File: src/rtl/dcre_pkg.sv
// Shared types, codes and helpers of the DShot channel refresh encoder.
package dcre_pkg;

    // Motor count and the width of a motor index into the state memory.
    localparam int MOTORS = 4;
    localparam int MIDX_W = (MOTORS > 1) ? $clog2(MOTORS) : 1;
    localparam logic [3:0] MOTOR_COUNT = 4'(MOTORS);
    localparam logic [MIDX_W-1:0] LAST_MOTOR = MIDX_W'(MOTORS - 1);

    // Lowest raw value that counts as throttle.
    localparam logic [10:0] THROTTLE_MIN = 11'd48;

    // Reset values of the configuration registers.
    localparam logic [15:0] PRIME_RESET = 16'd200;
    localparam logic [15:0] REARM_RESET = 16'd200;

    // Configuration register indexes.
    localparam logic CFG_PRIME = 1'b0;
    localparam logic CFG_REARM = 1'b1;

    // Request codes.
    localparam logic [2:0] REQ_WRITE   = 3'd0;
    localparam logic [2:0] REQ_ENABLE  = 3'd1;
    localparam logic [2:0] REQ_DISABLE = 3'd2;
    localparam logic [2:0] REQ_REFRESH = 3'd3;
    localparam logic [2:0] REQ_DONE    = 3'd4;

    // Result kinds.
    localparam logic KIND_STATUS  = 1'b0;
    localparam logic KIND_REFRESH = 1'b1;

    // Status codes.
    localparam logic [1:0] ST_OK        = 2'd0;
    localparam logic [1:0] ST_DISABLED  = 2'd1;
    localparam logic [1:0] ST_BAD_MOTOR = 2'd2;

    // Refresh action codes.
    localparam logic [1:0] ACT_NONE    = 2'd0;
    localparam logic [1:0] ACT_SILENCE = 2'd1;
    localparam logic [1:0] ACT_SENT    = 2'd2;
    localparam logic [1:0] ACT_BUSY    = 2'd3;

    // Read-modify-write operation applied to one motor entry.
    typedef enum logic [2:0] {
        OP_REFRESH,
        OP_WRITE,
        OP_DONE,
        OP_ENABLE,
        OP_DISABLE,
        OP_WIPE
    } t_op;

    // Sequencer states.
    typedef enum logic [2:0] {
        S_WIPE,
        S_IDLE,
        S_READ,
        S_MODIFY,
        S_REPLY
    } t_state;

    // One entry of the per-motor state memory.
    typedef struct packed {
        logic [10:0] value;
        logic        telem;
        logic        live;
        logic        rearm;
        logic [31:0] rearm_begin;
        logic        busy;
    } t_motor_entry;

    localparam int ENTRY_W = $bits(t_motor_entry);

    // Control handed from the sequencer to the entry update logic.
    typedef struct packed {
        t_op         op;
        logic        prime;
        logic [10:0] value;
        logic        telem;
    } t_upd_ctl;

    // DShot frame: value, telemetry bit, then the XOR of the three nibbles.
    function automatic logic [15:0] make_frame(logic [10:0] value, logic telem);
        logic [11:0] pkt;
        logic [3:0]  crc;
        pkt = {value, telem};
        crc = pkt[3:0] ^ pkt[7:4] ^ pkt[11:8];
        return {pkt, crc};
    endfunction

endpackage

File: src/rtl/dcre_state_ram.sv
// Synchronous single-write, single-read memory with registered read data.
module dcre_state_ram #(
    parameter int DEPTH = 4,
    parameter int WIDTH = 8,
    localparam int AW = (DEPTH > 1) ? $clog2(DEPTH) : 1
) (
    input  logic             i_clk,
    input  logic             i_we,
    input  logic [AW-1:0]    i_waddr,
    input  logic [WIDTH-1:0] i_wdata,
    input  logic             i_re,
    input  logic [AW-1:0]    i_raddr,
    output logic [WIDTH-1:0] o_rdata
);

    logic [WIDTH-1:0] r_mem [DEPTH];
    logic [WIDTH-1:0] r_rdata;

    // Write port.
    always_ff @(posedge i_clk) begin
        if (i_we) begin
            r_mem[i_waddr] <= i_wdata;
        end
    end

    // Read port; data holds until the next read.
    always_ff @(posedge i_clk) begin
        if (i_re) begin
            r_rdata <= r_mem[i_raddr];
        end
    end

    assign o_rdata = r_rdata;

endmodule

File: src/rtl/dcre_motor_update.sv
// Next value of one motor entry and its refresh action and frame.
module dcre_motor_update (
    input  dcre_pkg::t_upd_ctl     i_ctl,
    input  dcre_pkg::t_motor_entry i_entry,
    input  logic [31:0]            i_tick,
    input  logic [15:0]            i_rearm_ticks,
    output dcre_pkg::t_motor_entry o_entry,
    output logic [1:0]             o_action,
    output logic [15:0]            o_frame
);
    import dcre_pkg::*;

    t_motor_entry ref_entry;
    logic         want;
    logic [10:0]  eff_value;
    logic         eff_telem;
    logic [31:0]  rearm_age;
    logic [1:0]   ref_action;
    logic [15:0]  ref_frame;

    // Refresh: silence an unused line, otherwise send a frame unless busy.
    // The frame is zero inside the prime window and the motor's rearm window.
    always_comb begin
        ref_entry  = i_entry;
        ref_action = ACT_NONE;
        ref_frame  = '0;
        want       = (i_entry.value != '0) || i_entry.telem;
        eff_value  = i_ctl.prime ? '0 : i_entry.value;
        eff_telem  = i_ctl.prime ? 1'b0 : i_entry.telem;
        rearm_age  = '0;
        if (!want) begin
            ref_entry.rearm = 1'b0;
            if (i_entry.busy) begin
                ref_action = ACT_BUSY;
            end else if (i_entry.live) begin
                ref_entry.live = 1'b0;
                ref_action     = ACT_SILENCE;
            end
        end else begin
            if (!i_entry.live) begin
                ref_entry.live = 1'b1;
                ref_entry.busy = 1'b0;
                if (eff_value >= THROTTLE_MIN) begin
                    ref_entry.rearm       = 1'b1;
                    ref_entry.rearm_begin = i_tick;
                end
            end
            rearm_age = i_tick - ref_entry.rearm_begin;
            if (ref_entry.rearm) begin
                if (rearm_age < {16'd0, i_rearm_ticks}) begin
                    eff_value = '0;
                    eff_telem = 1'b0;
                end else begin
                    ref_entry.rearm = 1'b0;
                end
            end
            if (ref_entry.busy) begin
                ref_action = ACT_BUSY;
            end else begin
                ref_frame      = make_frame(eff_value, eff_telem);
                ref_entry.busy = 1'b1;
                ref_action     = ACT_SENT;
            end
        end
    end

    // Select the modification by operation.
    always_comb begin
        o_entry  = i_entry;
        o_action = ACT_NONE;
        o_frame  = '0;
        unique case (i_ctl.op)
            OP_REFRESH: begin
                o_entry  = ref_entry;
                o_action = ref_action;
                o_frame  = ref_frame;
            end
            OP_WRITE: begin
                o_entry.value = i_ctl.value;
                o_entry.telem = i_ctl.telem;
            end
            OP_DONE: begin
                o_entry.busy = 1'b0;
            end
            OP_ENABLE: begin
                o_entry = '0;
            end
            OP_DISABLE: begin
                o_entry.value = '0;
                o_entry.live  = 1'b0;
                o_entry.rearm = 1'b0;
                o_entry.busy  = 1'b0;
            end
            OP_WIPE: begin
                o_entry = '0;
            end
            default: begin
                o_entry = i_entry;
            end
        endcase
    end

endmodule

File: src/rtl/dshot_channel_refresh_encoder_unit.sv
// Top level of the DShot channel refresh encoder: sequencer, globals and output register.
// Each input beat gets one status beat, except an enabled refresh tick, which gives one
// action beat per motor (motor 0 first, last flag on the final one). Per-motor state sits
// in a small memory and is handled by read-modify-write, a read state then a modify state
// per motor; the output side can stall a refresh in its modify state and any status reply.
// After reset the block clears the memory one motor at a time before it takes the first
// beat; configuration writes are taken at any time.
module dshot_channel_refresh_encoder_unit (
    input  logic        i_clk,
    input  logic        i_rst_n,
    input  logic        i_in_valid,
    output logic        o_in_stall,
    input  logic [2:0]  i_req_type,
    input  logic [2:0]  i_motor,
    input  logic [10:0] i_motor_value,
    input  logic        i_telem_bit,
    output logic        o_out_valid,
    input  logic        i_out_stall,
    output logic        o_result_kind,
    output logic [1:0]  o_status,
    output logic [2:0]  o_channel,
    output logic [1:0]  o_action,
    output logic [15:0] o_frame_word,
    output logic        o_last,
    input  logic        i_cfg_we,
    input  logic        i_cfg_index,
    input  logic [15:0] i_cfg_data
);
    import dcre_pkg::*;

    t_state              r_state, n_state;
    logic [MIDX_W-1:0]   r_idx;
    t_op                 r_op;
    logic                r_single;
    logic [10:0]         r_val;
    logic                r_tel;
    logic [1:0]          r_status;
    logic                r_enabled;
    logic [31:0]         r_enable_time;
    logic [31:0]         r_tick;
    logic [15:0]         r_prime_ticks;
    logic [15:0]         r_rearm_ticks;

    logic                r_out_valid;
    logic                r_out_kind;
    logic [1:0]          r_out_status;
    logic [2:0]          r_out_channel;
    logic [1:0]          r_out_action;
    logic [15:0]         r_out_frame;
    logic                r_out_last;

    logic                in_accept;
    logic                out_free;
    logic                bad_motor;
    logic                prime;
    logic                idx_last;
    logic                ram_re;
    logic                ram_we;
    logic                push;
    logic                push_refresh;
    t_upd_ctl            upd_ctl;
    t_motor_entry        rd_entry;
    t_motor_entry        wr_entry;
    logic [1:0]          upd_action;
    logic [15:0]         upd_frame;

    assign in_accept = i_in_valid && !o_in_stall;
    assign out_free  = !r_out_valid || !i_out_stall;
    assign bad_motor = {1'b0, i_motor} >= MOTOR_COUNT;
    assign prime     = (r_tick - r_enable_time) < {16'd0, r_prime_ticks};
    assign idx_last  = (r_idx == LAST_MOTOR);
    assign upd_ctl   = '{op: r_op, prime: prime, value: r_val, telem: r_tel};

    // Per-motor state memory.
    dcre_state_ram #(
        .DEPTH (MOTORS),
        .WIDTH (ENTRY_W)
    ) u_state_ram (
        .i_clk   (i_clk),
        .i_we    (ram_we),
        .i_waddr (r_idx),
        .i_wdata (wr_entry),
        .i_re    (ram_re),
        .i_raddr (r_idx),
        .o_rdata (rd_entry)
    );

    // Entry modification.
    dcre_motor_update u_motor_update (
        .i_ctl         (upd_ctl),
        .i_entry       (rd_entry),
        .i_tick        (r_tick),
        .i_rearm_ticks (r_rearm_ticks),
        .o_entry       (wr_entry),
        .o_action      (upd_action),
        .o_frame       (upd_frame)
    );

    // Configuration registers.
    always_ff @(posedge i_clk) begin
        if (!i_rst_n) begin
            r_prime_ticks <= PRIME_RESET;
            r_rearm_ticks <= REARM_RESET;
        end else if (i_cfg_we) begin
            unique case (i_cfg_index)
                CFG_PRIME: r_prime_ticks <= i_cfg_data;
                CFG_REARM: r_rearm_ticks <= i_cfg_data;
                default:   r_prime_ticks <= r_prime_ticks;
            endcase
        end
    end

    // Sequencer next state.
    always_comb begin
        n_state = r_state;
        unique case (r_state)
            S_WIPE: begin
                if (idx_last) n_state = S_IDLE;
            end
            S_IDLE: begin
                if (in_accept) begin
                    priority case (i_req_type)
                        REQ_WRITE:   n_state = (bad_motor || !r_enabled) ? S_REPLY : S_READ;
                        REQ_ENABLE:  n_state = S_READ;
                        REQ_DISABLE: n_state = S_READ;
                        REQ_REFRESH: n_state = r_enabled ? S_READ : S_REPLY;
                        REQ_DONE:    n_state = bad_motor ? S_REPLY : S_READ;
                        default:     n_state = S_REPLY;
                    endcase
                end
            end
            S_READ: begin
                n_state = S_MODIFY;
            end
            S_MODIFY: begin
                if (r_op == OP_REFRESH) begin
                    if (out_free) n_state = idx_last ? S_IDLE : S_READ;
                end else begin
                    n_state = (r_single || idx_last) ? S_REPLY : S_READ;
                end
            end
            S_REPLY: begin
                if (out_free) n_state = S_IDLE;
            end
            default: n_state = S_IDLE;
        endcase
    end

    // Sequencer outputs.
    always_comb begin
        o_in_stall   = (r_state != S_IDLE);
        ram_re       = (r_state == S_READ);
        ram_we       = 1'b0;
        push         = 1'b0;
        push_refresh = 1'b0;
        unique case (r_state)
            S_WIPE: begin
                ram_we = 1'b1;
            end
            S_MODIFY: begin
                if (r_op == OP_REFRESH) begin
                    ram_we       = out_free;
                    push         = out_free;
                    push_refresh = out_free;
                end else begin
                    ram_we = 1'b1;
                end
            end
            S_REPLY: begin
                push = out_free;
            end
            default: begin
                ram_we = 1'b0;
            end
        endcase
    end

    // Control registers: state, motor index, operation and global state.
    always_ff @(posedge i_clk) begin
        if (!i_rst_n) begin
            r_state       <= S_WIPE;
            r_idx         <= '0;
            r_op          <= OP_WIPE;
            r_single      <= 1'b0;
            r_status      <= ST_OK;
            r_enabled     <= 1'b0;
            r_enable_time <= '0;
            r_tick        <= '0;
        end else begin
            r_state <= n_state;
            if (ram_we && !idx_last && (r_state == S_WIPE || !r_single)) begin
                r_idx <= r_idx + MIDX_W'(1);
            end
            if (in_accept) begin
                priority case (i_req_type)
                    REQ_WRITE: begin
                        r_op     <= OP_WRITE;
                        r_single <= 1'b1;
                        r_idx    <= i_motor[MIDX_W-1:0];
                        if (bad_motor) begin
                            r_status <= ST_BAD_MOTOR;
                        end else if (!r_enabled) begin
                            r_status <= ST_DISABLED;
                        end else begin
                            r_status <= ST_OK;
                        end
                    end
                    REQ_ENABLE: begin
                        r_op          <= OP_ENABLE;
                        r_single      <= 1'b0;
                        r_idx         <= '0;
                        r_status      <= ST_OK;
                        r_enabled     <= 1'b1;
                        r_enable_time <= r_tick;
                    end
                    REQ_DISABLE: begin
                        r_op      <= OP_DISABLE;
                        r_single  <= 1'b0;
                        r_idx     <= '0;
                        r_status  <= ST_OK;
                        r_enabled <= 1'b0;
                    end
                    REQ_REFRESH: begin
                        r_op     <= OP_REFRESH;
                        r_single <= 1'b0;
                        r_idx    <= '0;
                        if (!r_enabled) begin
                            r_status <= ST_DISABLED;
                            r_tick   <= r_tick + 32'd1;
                        end else begin
                            r_status <= ST_OK;
                        end
                    end
                    REQ_DONE: begin
                        r_op     <= OP_DONE;
                        r_single <= 1'b1;
                        r_idx    <= i_motor[MIDX_W-1:0];
                        r_status <= bad_motor ? ST_BAD_MOTOR : ST_OK;
                    end
                    default: begin
                        r_op     <= OP_DONE;
                        r_single <= 1'b0;
                        r_idx    <= '0;
                        r_status <= ST_OK;
                    end
                endcase
            end
            // The tick clock advances when a refresh ends or is taken while disabled.
            if (push_refresh && idx_last) begin
                r_tick <= r_tick + 32'd1;
            end
        end
    end

    // Input payload held for the entry update.
    always_ff @(posedge i_clk) begin
        if (in_accept) begin
            r_val <= i_motor_value;
            r_tel <= i_telem_bit;
        end
    end

    // Output register valid flag.
    always_ff @(posedge i_clk) begin
        if (!i_rst_n) begin
            r_out_valid <= 1'b0;
        end else if (push) begin
            r_out_valid <= 1'b1;
        end else if (!i_out_stall) begin
            r_out_valid <= 1'b0;
        end
    end

    // Output register payload: a refresh action or a status reply.
    always_ff @(posedge i_clk) begin
        if (push) begin
            if (push_refresh) begin
                r_out_kind    <= KIND_REFRESH;
                r_out_status  <= ST_OK;
                r_out_channel <= 3'(r_idx);
                r_out_action  <= upd_action;
                r_out_frame   <= upd_frame;
                r_out_last    <= idx_last;
            end else begin
                r_out_kind    <= KIND_STATUS;
                r_out_status  <= r_status;
                r_out_channel <= '0;
                r_out_action  <= ACT_NONE;
                r_out_frame   <= '0;
                r_out_last    <= 1'b1;
            end
        end
    end

    assign o_out_valid   = r_out_valid;
    assign o_result_kind = r_out_kind;
    assign o_status      = r_out_status;
    assign o_channel     = r_out_channel;
    assign o_action      = r_out_action;
    assign o_frame_word  = r_out_frame;
    assign o_last        = r_out_last;

    // The last refresh beat of a tick always concerns the highest motor.
    a_refresh_last_motor: assert property (@(posedge i_clk) disable iff (!i_rst_n)
        (o_out_valid && o_result_kind == KIND_REFRESH && o_last)
            |-> (o_channel == 3'(LAST_MOTOR)))
        else $error("refresh beat marked last on a lower motor");

    // A status reply closes its request and carries no action.
    a_status_reply_form: assert property (@(posedge i_clk) disable iff (!i_rst_n)
        (o_out_valid && o_result_kind == KIND_STATUS)
            |-> (o_last && o_channel == 3'd0 && o_action == ACT_NONE))
        else $error("malformed status reply");

    // Only a sent frame carries a nonzero frame word.
    a_frame_only_when_sent: assert property (@(posedge i_clk) disable iff (!i_rst_n)
        (o_out_valid && o_action != ACT_SENT) |-> (o_frame_word == 16'd0))
        else $error("frame word set without a sent frame");

    // The tick clock only ever steps by one.
    a_tick_steps_by_one: assert property (@(posedge i_clk) disable iff (!i_rst_n)
        ($past(i_rst_n) && (r_tick != $past(r_tick)))
            |-> (r_tick == $past(r_tick) + 32'd1))
        else $error("tick clock jumped");

endmodule

File: config.mk
export PLATFORM = sky130hd
export DESIGN_NAME = dshot_channel_refresh_encoder_unit
export DESIGN_NICKNAME = d
export VERILOG_FILES = /design/src/rtl/dcre_pkg.sv /design/src/rtl/dcre_state_ram.sv /design/src/rtl/dcre_motor_update.sv /design/src/rtl/dshot_channel_refresh_encoder_unit.sv
export SDC_FILE = /design/constraint.sdc
export NUM_CORES = 1
export LEC_CHECK = 0
export ABC_AREA = 0
export BUFFER_PORTS_ARGS = -buffer_cell sky130_fd_sc_hd__buf_2
export CORE_MARGIN = 4
export CORE_UTILIZATION = 53
export CTS_CLUSTER_DIAMETER = 200
export DETAILED_ROUTE_END_ITERATION = 8
export PLACE_DENSITY = 0.7
export SLEW_MARGIN = 20
export SYNTH_ARGS = -nofsm -noshare
export SYNTH_HDL_FRONTEND = slang
export SYNTH_SLANG_ARGS = --single-unit
File: constraint.sdc
create_clock -name i_clk -period 13.74 [get_ports i_clk]
set_input_delay 2.748 -clock i_clk [delete_from_list [all_inputs] [get_ports i_clk]]
set_output_delay 2.748 -clock i_clk [all_outputs]
set_load 0.1 [all_outputs]
# Yosys cells after proc, flatten, opt, wreduce, memory -nomap -nowiden
# Memory sizes are Yosys's and may differ from the RTL's. A register that Yosys moved wholly into a read port is not among the register bits.
# Index checks and enable logic that the tools add are counted.
[word_totals] ff_bits=146 elab_cells=153 input_bits=40 mem_bits_rw=188 out_inout_bits=27 memories=1
[mem_list] name="u_state_ram.r_mem" words=4 width=47 rd=1 rd_ports_with_merged_regs=1 wr=1 line_no="dcre_state_ram.sv:16" text="logic [WIDTH-1:0] r_mem [DEPTH];"
[classes] n_bitwise=6 order_cmp=4 muxes=61 addsub=4 reduce_logical=36 eq_ne=21
[ops] operator="32-bit two-way mux" count=4
[ops] operator="33-bit two-way mux" count=2
[ops] operator="32-bit by 16-bit < comparator with 1-bit output" count=2
[ops] operator="32-bit one-hot mux with 2 select lines" count=1
[ops] operator="32-bit subtractor" count=2
[ops] operator="11-bit two-way mux" count=4
[ops] operator="35-bit two-way mux" count=1
[ops] operator="34-bit two-way mux" count=1
[ops] operator="32-bit by 1-bit adder with 32-bit output (second input constant)" count=1
[ops] operator="3-bit two-way mux" count=9
[ops] operator="3-bit one-hot mux with 4 select lines" count=2
[ops] operator="11-bit one-hot mux with 2 select lines" count=1
[ops] operator="1-bit two-way mux" count=19
[ops] operator="3-bit by 2-bit equality test with 1-bit output (second input constant)" count=6
[ops] operator="2-bit two-way mux" count=9
[ops] operator="3-bit one-hot mux with 5 select lines" count=1
[ops] operator="3-bit equality test (second input constant)" count=4
[ops] operator="11-bit by 6-bit greater-or-equal comparator with 1-bit output (second input constant)" count=1
[ops] operator="11-bit nonzero test" count=1
[ops] operator="1-bit one-hot mux with 2 select lines" count=5
[ops] operator="2-bit AND reduction" count=5
[ops] operator="3-bit by 1-bit equality test with 1-bit output (second input constant)" count=3
[ops] operator="3-bit logical NOT" count=3
[ops] operator="2-bit nonzero test" count=4
[ops] operator="19 further kinds" count=41

# Depth between registers and ports, before layout
# Gate-level depths: netlist of run 1.
[logic_depth] word_depth=14 ltp_mapped=45 mapped_depth_nobuf=43

# Modules after synthesis
# A second synthesis of run 1 with hierarchy kept.
[hier_totals] cells_unflattened=1756 hier_area_um2=19855.3
[modules_own_cells] mod="dcre_state_ram" cells_per_inst=296 instances=1 seq_area_each_um2=7056.8 area_each_um2=8249.2
[modules_own_cells] mod="dshot_channel_refresh_encoder_unit" cells_per_inst=937 instances=1 seq_area_each_um2=3263.1 area_each_um2=8030.2
[modules_own_cells] mod="dcre_motor_update" cells_per_inst=523 instances=1 seq_area_each_um2=0.0 area_each_um2=3575.9

# Least setup slack after synthesis of run 1
# Ideal clock, no wire load.
[synth_path] path_type="reg2reg" startpoint="register r_tick[6]" endpoint="register r_out_frame[6], in the netlist o_frame_word[6] (data pin)" setup_time_ns=0.253 n_path_buf=2 t_arrival_ns=7.518 required_time_ns=13.487 path_stages_with_launch=45 path_slack_ns=5.969 synth_period_minus_slack_ns=7.771 path_cell_list="dfxtp_1 ha_1 a21oi_1 nand2_1 o21ai_0 nand2_1 a21o_1 a21oi_1 xnor2_1 ha_1 and4_1 a21oi_1 nand2_1 a221oi_1 nor4b_1 nand4_1 nor4_2 and2_4 [9 not listed] a21oi_1 o21bai_1 a21o_1 a21oi_1 xnor2_1 ha_1 a21oi_1 nor2b_1 o21ai_0 o21ai_0 nor4_1 nand4_1 nor4_1 nand3_1 nor4_2 a211o_2 buf_4 nor2_1"
[synth_via] elab_chain_len=12
[synth_lines] item="start: declaration" line_no="dshot_channel_refresh_encoder_unit.sv:40" text="logic [31:0] r_tick;"
[synth_lines] item="start signal: assignment" line_no="dshot_channel_refresh_encoder_unit.sv:229" text="r_tick <= r_tick + 32'd1;"
[synth_lines] item="start signal: assignment" line_no="dshot_channel_refresh_encoder_unit.sv:250" text="r_tick <= r_tick + 32'd1;"
[synth_lines] item="32-bit subtractor" line_no="dshot_channel_refresh_encoder_unit.sv:70" text="assign prime = (r_tick - r_enable_time) < {16'd0, r_prime_ticks};"
[synth_lines] item="32-bit by 16-bit < comparator with 1-bit output" line_no="dshot_channel_refresh_encoder_unit.sv:70"
[synth_lines] item="11-bit two-way mux" line_no="dcre_motor_update.sv:28" text="eff_value = i_ctl.prime ? '0 : i_entry.value;"
[synth_lines] item="11-bit by 6-bit greater-or-equal comparator with 1-bit output" line_no="dcre_motor_update.sv:43" text="if (eff_value >= THROTTLE_MIN) begin"
[synth_lines] item="33-bit two-way mux" line_no="dcre_motor_update.sv:43"
[synth_lines] item="34-bit two-way mux" line_no="dcre_motor_update.sv:40" text="if (!i_entry.live) begin"
[synth_lines] item="35-bit two-way mux" line_no="dcre_motor_update.sv:31" text="if (!want) begin"
[synth_lines] item="32-bit subtractor" line_no="dcre_motor_update.sv:48" text="rearm_age = i_tick - ref_entry.rearm_begin;"
[synth_lines] item="32-bit by 16-bit < comparator with 1-bit output" line_no="dcre_motor_update.sv:50" text="if (rearm_age < {16'd0, i_rearm_ticks}) begin"
[synth_lines] item="11-bit two-way mux" line_no="dcre_motor_update.sv:50"
[synth_lines] item="11-bit two-way mux *" line_no="dcre_motor_update.sv:49" text="if (ref_entry.rearm) begin"
[synth_lines] item="11-bit two-way mux *" line_no="dcre_motor_update.sv:31"
[synth_lines] item="end signal: assignment" line_no="dshot_channel_refresh_encoder_unit.sv:282" text="r_out_frame <= upd_frame;"
[synth_lines] item="end: declaration" line_no="dshot_channel_refresh_encoder_unit.sv:49" text="logic [15:0] r_out_frame;"
# Every way passes the cells marked *; elsewhere a longest branch is shown, timed or not. The select of a mux whose other input is x is not followed.
# A chain may end at the register's enable or synchronous reset.

==> results of run 1 <==
-- cells in the final DEF, fill, tap and decap left out, types with 7 or more instances in the layout --
cell type  count
mux2i_1       32
clkinv_1      11
and4_1         7
o21ai_0       55
nand4_1       19
nand3_1       32
o21a_1        13
nor2_1        99
xor2_1        46
nand2_1      245
a211oi_1      12
clkbuf_1       9
clkbuf_16     41
a31oi_1       10
mux4_2        47
buf_2         65
edfxtp_1     271
inv_1         95
nand2b_1      16
ha_1          97
a21o_1        19
a22oi_1       11
dfxtp_1      107
a22o_1        33
a21oi_1      159
o211ai_1      23
xnor2_1       41
buf_4         12
nor4_1         9
nor2b_1        9
o21bai_1       8
and2_1         7
nor3_1        22
and3_1        13
-- worst register-to-register path: cells and delay by family (launching register included) --
kind | cells | cell delay, ns
AOI/OAI and AO/OA | 18 | 3.68
xor gates and xnor gates | 2 | 0.24
adders and majority gates | 5 | 1.38
buffers and inverters | 1 | 0.05
DFF | 1 | 0.56
muxes | 1 | 0.20
and+or+nand+nor | 15 | 3.20
-- logic make-up after synthesis --
| kind of cell | count (synthesis) | share of synthesized area |
|---|---|---|
| XOR/XNOR | 87 | 0.0395 |
| multiplexers | 82 | 0.0732 |
| AO/OA/AOI/OAI | 391 | 0.130 |
| AND/OR/NAND/NOR | 509 | 0.119 |
| buffers and inverters | 172 | 0.0387 |
| flip-flops | 380 | 0.534 |
| other | 1 | 0.000194 |
| adder cells (fa/ha/maj) | 99 | 0.0649 |
-- metal layers --
layer  track usage  share of wire
met5             0              0
met4        0.0623          0.023
met3        0.0325          0.061
met2         0.350           0.45
met1         0.337           0.46
-- power by group --
group / switching, mW / internal, mW
registers: 0.0604 / 1.50
logic: 0.292 / 0.199
clock network: 0.439 / 0.595
-- state kept, by name (all words and copies together), names as in the netlist --
signal and flops:
r_enable_time 32, r_enabled 1, r_op 3, r_single 1, o_result_kind 1, u_state_ram.o_rdata 47, o_frame_word 16, r_tel 1
r_val 11, r_state 3, o_out_valid 1, o_status 2, o_last 1, u_state_ram.r_mem 188, o_action 2, r_tick 32
o_channel 2, r_prime_ticks 16, r_rearm_ticks 16, r_idx 2, r_status 2
-- cell type report --
class	count	share of cell area
multi-input combinational	1169	0.390
clock inverter	23	0.00879
clock buffer	51	0.0506
timing repair buffer	77	0.0196
tap	461	0.0272
inverter	97	0.0172
sequential	380	0.487
-- worst paths after layout --
| kind | from | end | slack, ns | cells after the start |
|---|---|---|---|---|
| max | r_tick[2] | u_state_ram.r_mem[3][33] | 4.14 | 42 |
| min | r_rearm_ticks[4] | r_rearm_ticks[4] | 0.45 | 2 |
| max reg2reg | r_tick[2] | u_state_ram.r_mem[3][33] | 4.14 | 42 |
| min reg2reg | r_rearm_ticks[4] | r_rearm_ticks[4] | 0.45 | 2 |
-- stage by stage --
stage | setup slack (ns) | total power, mW | utilization | hold slack (ns)
2_1_floorplan | 5.97 | 1.93 | - | 0.432
3_3_place_gp | 4.56 | 2.06 | 0.558 | 0.442
3_5_place_dp | 4.32 | 2.08 | 0.558 | 0.446
4_1_cts | 4.28 | 3.12 | 0.594 | 0.454
5_1_grt | 3.38 | 3.21 | 0.594 | 0.466
6_report | 4.14 | 3.09 | 0.594 | 0.452
==> reports/qor.yml, run 1 <==
layout:
  area_delta_synth_final_pct: 9.89
  nets: 1904
  diodes: 0
  multiInputGateArea_um2: 8280
  fin_cells: 2258
  num-fill-cells: 2950
  regArea_um2: 10300
  design_area_um2: 21200
  layout-drive-gt1-share: 0.121
synthesis:
  yosys.cell_count.top_type: "edfxtp_1"
  async_flop_share: 0
  yosys_warnings: 0
  syn_area_per_cell_um2: 11.2
  yosysUniqueCellTypes: 79
  synth_top_area_share: 0.421
  synth-seq-cells: 380
  yosys.area.top_type: "edfxtp_1"
  synth_edf_count: 271
  syn_inst: 1721
  syn-num-nets: 1860
  ys_top_cells_by_area: "edfxtp_1, dfxtp_1, ha_1"
  synth_flop_cell: "edfxtp_1"
  seq_area_frac_synth: 0.534
  netlist_area_um2: 19300
  synthTopCellsByCount: "edfxtp_1, nand2_1, a21oi_1"
critical_path:
  crit_buf_inv: 1
  cp_data_required_time_ns: 14.01
  cp_data_arrival_time_ns: 9.87
  endpoint_kind: "flop"
  crit_type: "reg2reg"
  cp_max_fo: 9
  max_stage_delay_ns: 0.59
  critPathMostFrequentCell: "a21oi_1"
  crit_family: "compound AO/OA/AOI/OAI gates"
  crit_path_top_delay_cell: "nor4_2"
  start_kind: "flop"
sta:
  min_period_ns: 9.60
  setup_viol: 0
  max_freq_mhz: 104
  rsz0062_at_grt: "false"
  slew_headroom: 0.292
  tightestPinTransition_ns: 1.06
  hold_viol: 0
  finalSetupTns_ns: 0
  min_period_over_period: 0.699
  fin_skew_ns: 0.0181
  drv_slew: 0
floorplan:
  start_util: 0.540
  row_count: 69
  die-area_um2: 39600
  pin_count: 67
  die_w_um: 199
  dieHeight_um: 199
  core_area_um2: 35700
power_and_ir_drop:
  vdd_drop_max_mv: 0.138
  pwr_density_cell_nw_per_um2: 145
  leakage_nw: 8.06
place:
  dp_hpwl_um: 31100
  portBuffers: 65
  dpl_cell_area_um2: 20000
  numPlacedInstances: 2184
  gp_congestion: 0.907
global_routing:
  overflow: 0
  grt_max_degree: 95
  grt_pass1_wl_um: 71100
  grt_pass1_vias: 13000
  antenna_found_initial: 1
  grt_usage: 0.226
clocking:
  cts_resized: 0
  clockBufferDepth: 3
  cts.clk_slew.worst_paths_ns: 0.06
  root_buffer: "clkbuf_16"
  clk_latency_ns: 0.54
  htree_levels: 2
  cts_buffers: 40
  clkSinkCount: 380
  cts_setup_buffers: 0
  cts_tree: "yes"
  ctsHoldBuffers: 0
route:
  via_per_inst: 5.98
  routedWlPerCell_um: 19.8
  antenna_left: 0
  drc: 0
  dr.first_iter.drc_count: 1078
  vias: 13500
  drt_first_pass_iters: 5
  routed_wl_um: 44600
job:
  maxCapViolCount: 0
status:
  outcome: "finished clean"
worst_hold_path:
  min_path_type: "reg2reg"
(Power assumes the default switching activity.)
==> inputs of run 2 (changes only) <==
--- a/config.mk
+++ b/config.mk
@@ -11,7 +11,7 @@
 export CORE_UTILIZATION = 53
 export CTS_CLUSTER_DIAMETER = 200
 export DETAILED_ROUTE_END_ITERATION = 8
-export PLACE_DENSITY = 0.7
+export PLACE_DENSITY = 0.73
 export SLEW_MARGIN = 20
 export SYNTH_ARGS = -nofsm -noshare
 export SYNTH_HDL_FRONTEND = slang
==> constraint.sdc (replaced) <==
create_clock -name i_clk -period 8.4 [get_ports i_clk]
set_input_delay 1.68 -clock i_clk [delete_from_list [all_inputs] [get_ports i_clk]]
set_output_delay 1.68 -clock i_clk [all_outputs]
set_load 0.1 [all_outputs]
==> reports/qor.yml, run 2 (synthesized netlist as in run 1, its figures left out) <==
clocking:
  clkSinkCount: 380
  clockBufferDepth: 3
  clk_latency_ns: 0.54
  cts.clk_slew.worst_paths_ns: 0.06
  ctsHoldBuffers: 0
  root_buffer: "clkbuf_16"
  cts_buffers: 39
  htree_levels: 2
  cts_tree: "yes"
route:
  vias: 13700
  via_per_inst: 5.92
  routed_wl_um: 44300
  drc: 0
  antenna_left: 0
  dr.first_iter.drc_count: 1115
  routedWlPerCell_um: 19.2
  drt_first_pass_iters: 5
critical_path:
  r2r_end: "o_frame_word[7]"
  max_stage_delay_ns: 0.39
  reg2reg_slack_ns: 0.33
  crit_path_top_delay_cell: "nor4_4"
  endpoint_kind: "flop"
  start_kind: "flop"
  rr_worst_depth: 45
  timing.rr.start: "r_enable_time[2]"
  cp_data_arrival_time_ns: 8.37
  cp_data_required_time_ns: 8.70
  critPathMostFrequentCell: "a21oi_2"
  crit_type: "reg2reg"
  cp_max_fo: 8
global_routing:
  overflow: 0
  antenna_found_initial: 0
  grt_pass1_wl_um: 70000
  grt_max_degree: 100
  grt_usage: 0.221
  grt_pass1_vias: 13100
layout:
  fin_cells: 2307
  regMostFlops: "u_state_ram.r_mem"
  nets: 1956
  largest_reg_flops: 188
  num-fill-cells: 2835
  layout_common_cells: "edfxtp_1, nand2_1, a21oi_1, dfxtp_1, nor2_1"
  layout-drive-gt1-share: 0.170
  area_delta_synth_final_pct: 13.3
  design_area_um2: 21900
  final_util: 0.612
  layout_commonest_cell: "edfxtp_1"
power_and_ir_drop:
  vdd_drop_max_mv: 0.233
  pwr_density_cell_nw_per_um2: 228
  leakage_nw: 8.36
floorplan:
  die-area_um2: 39600
  core_area_um2: 35700
  start_util: 0.540
  pin_count: 67
  die_w_um: 199
  dieHeight_um: 199
  row_count: 69
sta:
  fin_skew_ns: 0.0200
  fin_hold_ws_ns: 0.453
  drv_slew: 0
  hold_viol: 0
  tightestPinTransition_ns: 1.09
  min_period_ns: 8.07
  max_freq_mhz: 124
  setup_viol: 0
  min_period_over_period: 0.961
  slew_headroom: 0.275
  rsz0062_at_grt: "true"
  finalSetupTns_ns: 0
place:
  dp_hpwl_um: 30200
  numPlacedInstances: 2228
  dpl_cell_area_um2: 20300
  gp_congestion: 0.905
  portBuffers: 65
worst_hold_path:
  min_path_type: "reg2reg"
  whs_endpoint: "r_enable_time[3]"
  min_path_cells: 2
  holdCritStartpoint: "r_enable_time[3]"
job:
  maxCapViolCount: 0
status:
  outcome: "finished clean"
run 2: cell types whose count changed in the layout (fill, tap and decap cells not counted), sizes merged:
cell / change
diode: +1
clkbuf: +2
clkinvlp: -2
buf: +52
clkinv: -4
run 2: critical path: cells and delay by family (launching register included):
family	cells	cell delay, ns
mux	1	0.19
compound gates	18	2.73
fa+ha+maj	5	1.21
flops	1	0.33
buf+inv	4	0.44
xor+xnor	2	0.23
simple gates	15	2.68
run 2: power breakdown:
| part | internal (mW) | total [mW] | switching [mW] |
|---|---|---|---|
| registers | 2.45 | 2.53 | 0.0821 |
| logic | 0.329 | 0.826 | 0.496 |
| clock network | 0.940 | 1.64 | 0.698 |
run 2: worst max-delay path by stage:
stage,startpoint,to,slack (ns),depth (start not counted)
2_1_floorplan,r_tick[6],o_frame_word[6],0.63,44
3_3_place_gp,r_enable_time[2],o_frame_word[3],0.20,45
3_5_place_dp,r_enable_time[2],u_state_ram.r_mem[0][33],-0.06,44
4_1_cts,r_tick[0],o_frame_word[13],0.03,44
5_1_grt,r_enable_time[2],o_frame_word[7],-0.23,45
6_report,r_enable_time[2],o_frame_word[7],0.33,45
run 2: layer usage:
| metal | GRT usage | wire, um | vias up |
|---|---|---|---|
| li1 | - | - | 6511 |
| met4 | 0.0532 | 780 | 0 |
| met1 | 0.325 | 20300 | 6665 |
| met3 | 0.0315 | 2390 | 66 |
| met5 | 0 | 0 | - |
| met2 | 0.353 | 20800 | 426 |
run 2: final cells by class:
cell class	count	area, um^2	share of cell area
Antenna cell	1	2.50	0.000114
Clock buffer	52	1050	0.0478
Clock inverter	17	148	0.00675
Inverter	97	367	0.0168
Multi-Input combinational cell	1169	8560	0.391
Sequential cell	380	10300	0.472
Tap cell	461	577	0.0264
Timing Repair Buffer	130	855	0.0391
run 2: repair_timing:
action / 4_1_cts / 5_1_grt
setup endpoints to repair: 20 / 20
gates resized for setup: 4 / 67
buffers inserted: 0 / 8
gates cloned: 0 / 1
pin swaps: 0 / 38
run 2: stage by stage:
stage | setup WS, ns | power (mW)
3_5_place_dp | -0.0565 | 3.41
6_report | 0.329 | 5.00
4_1_cts | 0.0279 | 5.04
3_3_place_gp | 0.198 | 3.36
5_1_grt | -0.234 | 5.20
2_1_floorplan | 0.629 | 3.16
==> inputs of run 3 (changes only) <==
--- a/config.mk
+++ b/config.mk
@@ -9,9 +9,10 @@
 export BUFFER_PORTS_ARGS = -buffer_cell sky130_fd_sc_hd__buf_2
 export CORE_MARGIN = 4
 export CORE_UTILIZATION = 53
-export CTS_CLUSTER_DIAMETER = 200
+export CTS_CLUSTER_DIAMETER = 50
 export DETAILED_ROUTE_END_ITERATION = 8
 export PLACE_DENSITY = 0.73
+export RECOVER_POWER = 50
 export SLEW_MARGIN = 20
 export SYNTH_ARGS = -nofsm -noshare
 export SYNTH_HDL_FRONTEND = slang
==> reports/qor.yml, run 3 (synthesized netlist as in run 1, its figures left out) <==
status:
  outcome: "finished, violations left"
  violations: "capacitance limit, slew limit"
route:
  routedWlPerCell_um: 19.3
  drc: 0
  via_per_inst: 5.92
  antenna_left: 0
  routed_wl_um: 44700
  drt_first_pass_iters: 5
  dr.first_iter.drc_count: 972
  vias: 13700
critical_path:
  cp_data_arrival_time_ns: 8.39
  endpoint_kind: "flop"
  crit_path_top_delay_cell: "fa_2"
  crit_type: "reg2reg"
  critPathMostFrequentCell: "a21oi_2"
  max_stage_delay_ns: 0.38
  cp_max_fo: 8
  cp_data_required_time_ns: 8.70
  start_kind: "flop"
layout:
  layout_commonest_cell: "edfxtp_1"
  final_util: 0.614
  layout-drive-gt1-share: 0.161
  nets: 1959
  layout_common_cells: "edfxtp_1, nand2_1, a21oi_1, dfxtp_1, inv_1"
  num-fill-cells: 2838
  regArea_um2: 10300
  largest_reg_flops: 188
  fin_cells: 2313
  design_area_um2: 22000
  area_delta_synth_final_pct: 13.7
  multiInputGateArea_um2: 8600
  regMostFlops: "u_state_ram.r_mem"
floorplan:
  die-area_um2: 39600
  die_w_um: 199
  core_area_um2: 35700
  pin_count: 67
  row_count: 69
  start_util: 0.540
  dieHeight_um: 199
place:
  dp_hpwl_um: 30200
  gp_congestion: 0.905
  place_ws_ns: -0.0565
  numPlacedInstances: 2228
  portBuffers: 65
  dpl_cell_area_um2: 20300
clocking:
  cts.clk_slew.worst_paths_ns: 0.06
  clk_latency_ns: 0.54
  ctsHoldBuffers: 0
  clockBufferDepth: 3
  clkSinkCount: 380
  cts_buffers: 41
  root_buffer: "clkbuf_16"
  cts_tree: "yes"
  htree_levels: 2
power_and_ir_drop:
  vdd_drop_max_mv: 0.233
  pwr_density_cell_nw_per_um2: 231
  leakage_nw: 8.35
  power_mw: 5.08
sta:
  min_period_over_period: 0.964
  rsz0062_at_grt: "true"
  tightestPinTransition_ns: 4.53
  fin_skew_ns: 0.0167
  slew_headroom: -2.02
  max_freq_mhz: 124
  fin_ws_ns: 0.304
  setup_viol: 0
  drv_slew: 240
  min_period_ns: 8.10
  hold_viol: 0
  finalSetupTns_ns: 0
  fin_hold_ws_ns: 0.452
global_routing:
  overflow: 0
  grt_max_degree: 100
  grt_usage: 0.224
  grt_pass1_wl_um: 70600
  grt_pass1_vias: 13200
  antenna_found_initial: 0
worst_hold_path:
  min_path_type: "reg2reg"
job:
  maxCapViolCount: 5
[run 3: cell type report]
cell class | instances | share of cell area
clock buffers | 51 | 0.0503
well taps | 461 | 0.0263
inverters | 97 | 0.0167
diodes | 1 | 0.000114
multi-input cells | 1169 | 0.392
flip-flops and latches | 380 | 0.470
clock inverters | 23 | 0.00752
repair buffers | 131 | 0.0369
[run 3: critical path, delay by kind of cell, from the launching register on]
| family | cells | cell delay (ns) |
|---|---|---|
| AOI/OAI and AO/OA | 18 | 2.74 |
| xor gates and xnor gates | 2 | 0.23 |
| adders and majority gates | 5 | 1.22 |
| buffers and inverters | 4 | 0.46 |
| DFF | 1 | 0.33 |
| muxes | 1 | 0.18 |
| and+or+nand+nor | 15 | 2.68 |
[run 3: routing by layer]
metal,routed length (um),share of wire,GRT usage,vias up
met5,0,0,0,-
met4,1040,0.023,0.0623,0
met3,2420,0.054,0.0315,83
met2,21000,0.47,0.356,409
met1,20300,0.45,0.325,6682
li1,-,-,-,6516
[run 3: power breakdown]
part | total (mW) | internal, mW | switching, mW
registers | 2.54 | 2.46 | 0.0860
logic | 0.840 | 0.342 | 0.498
clock network | 1.70 | 0.971 | 0.726
[run 3: worst paths after layout]
check                                       start           endpoint  slack (ns)  depth (start not counted)
worst max-delay path             r_enable_time[2]    o_frame_word[9]        0.30                         45
worst min-delay path            r_enable_time[11]  r_enable_time[11]        0.45                          2
worst max register to register   r_enable_time[2]    o_frame_word[9]        0.30                         45
worst min register to register  r_enable_time[11]  r_enable_time[11]        0.45                          2
[run 3: timing repair]
action	CTS	global route
gates cloned	0	1
resized for setup	4	84
setup buffers	0	9
setup endpoints to repair	20	20
pin swaps	0	42
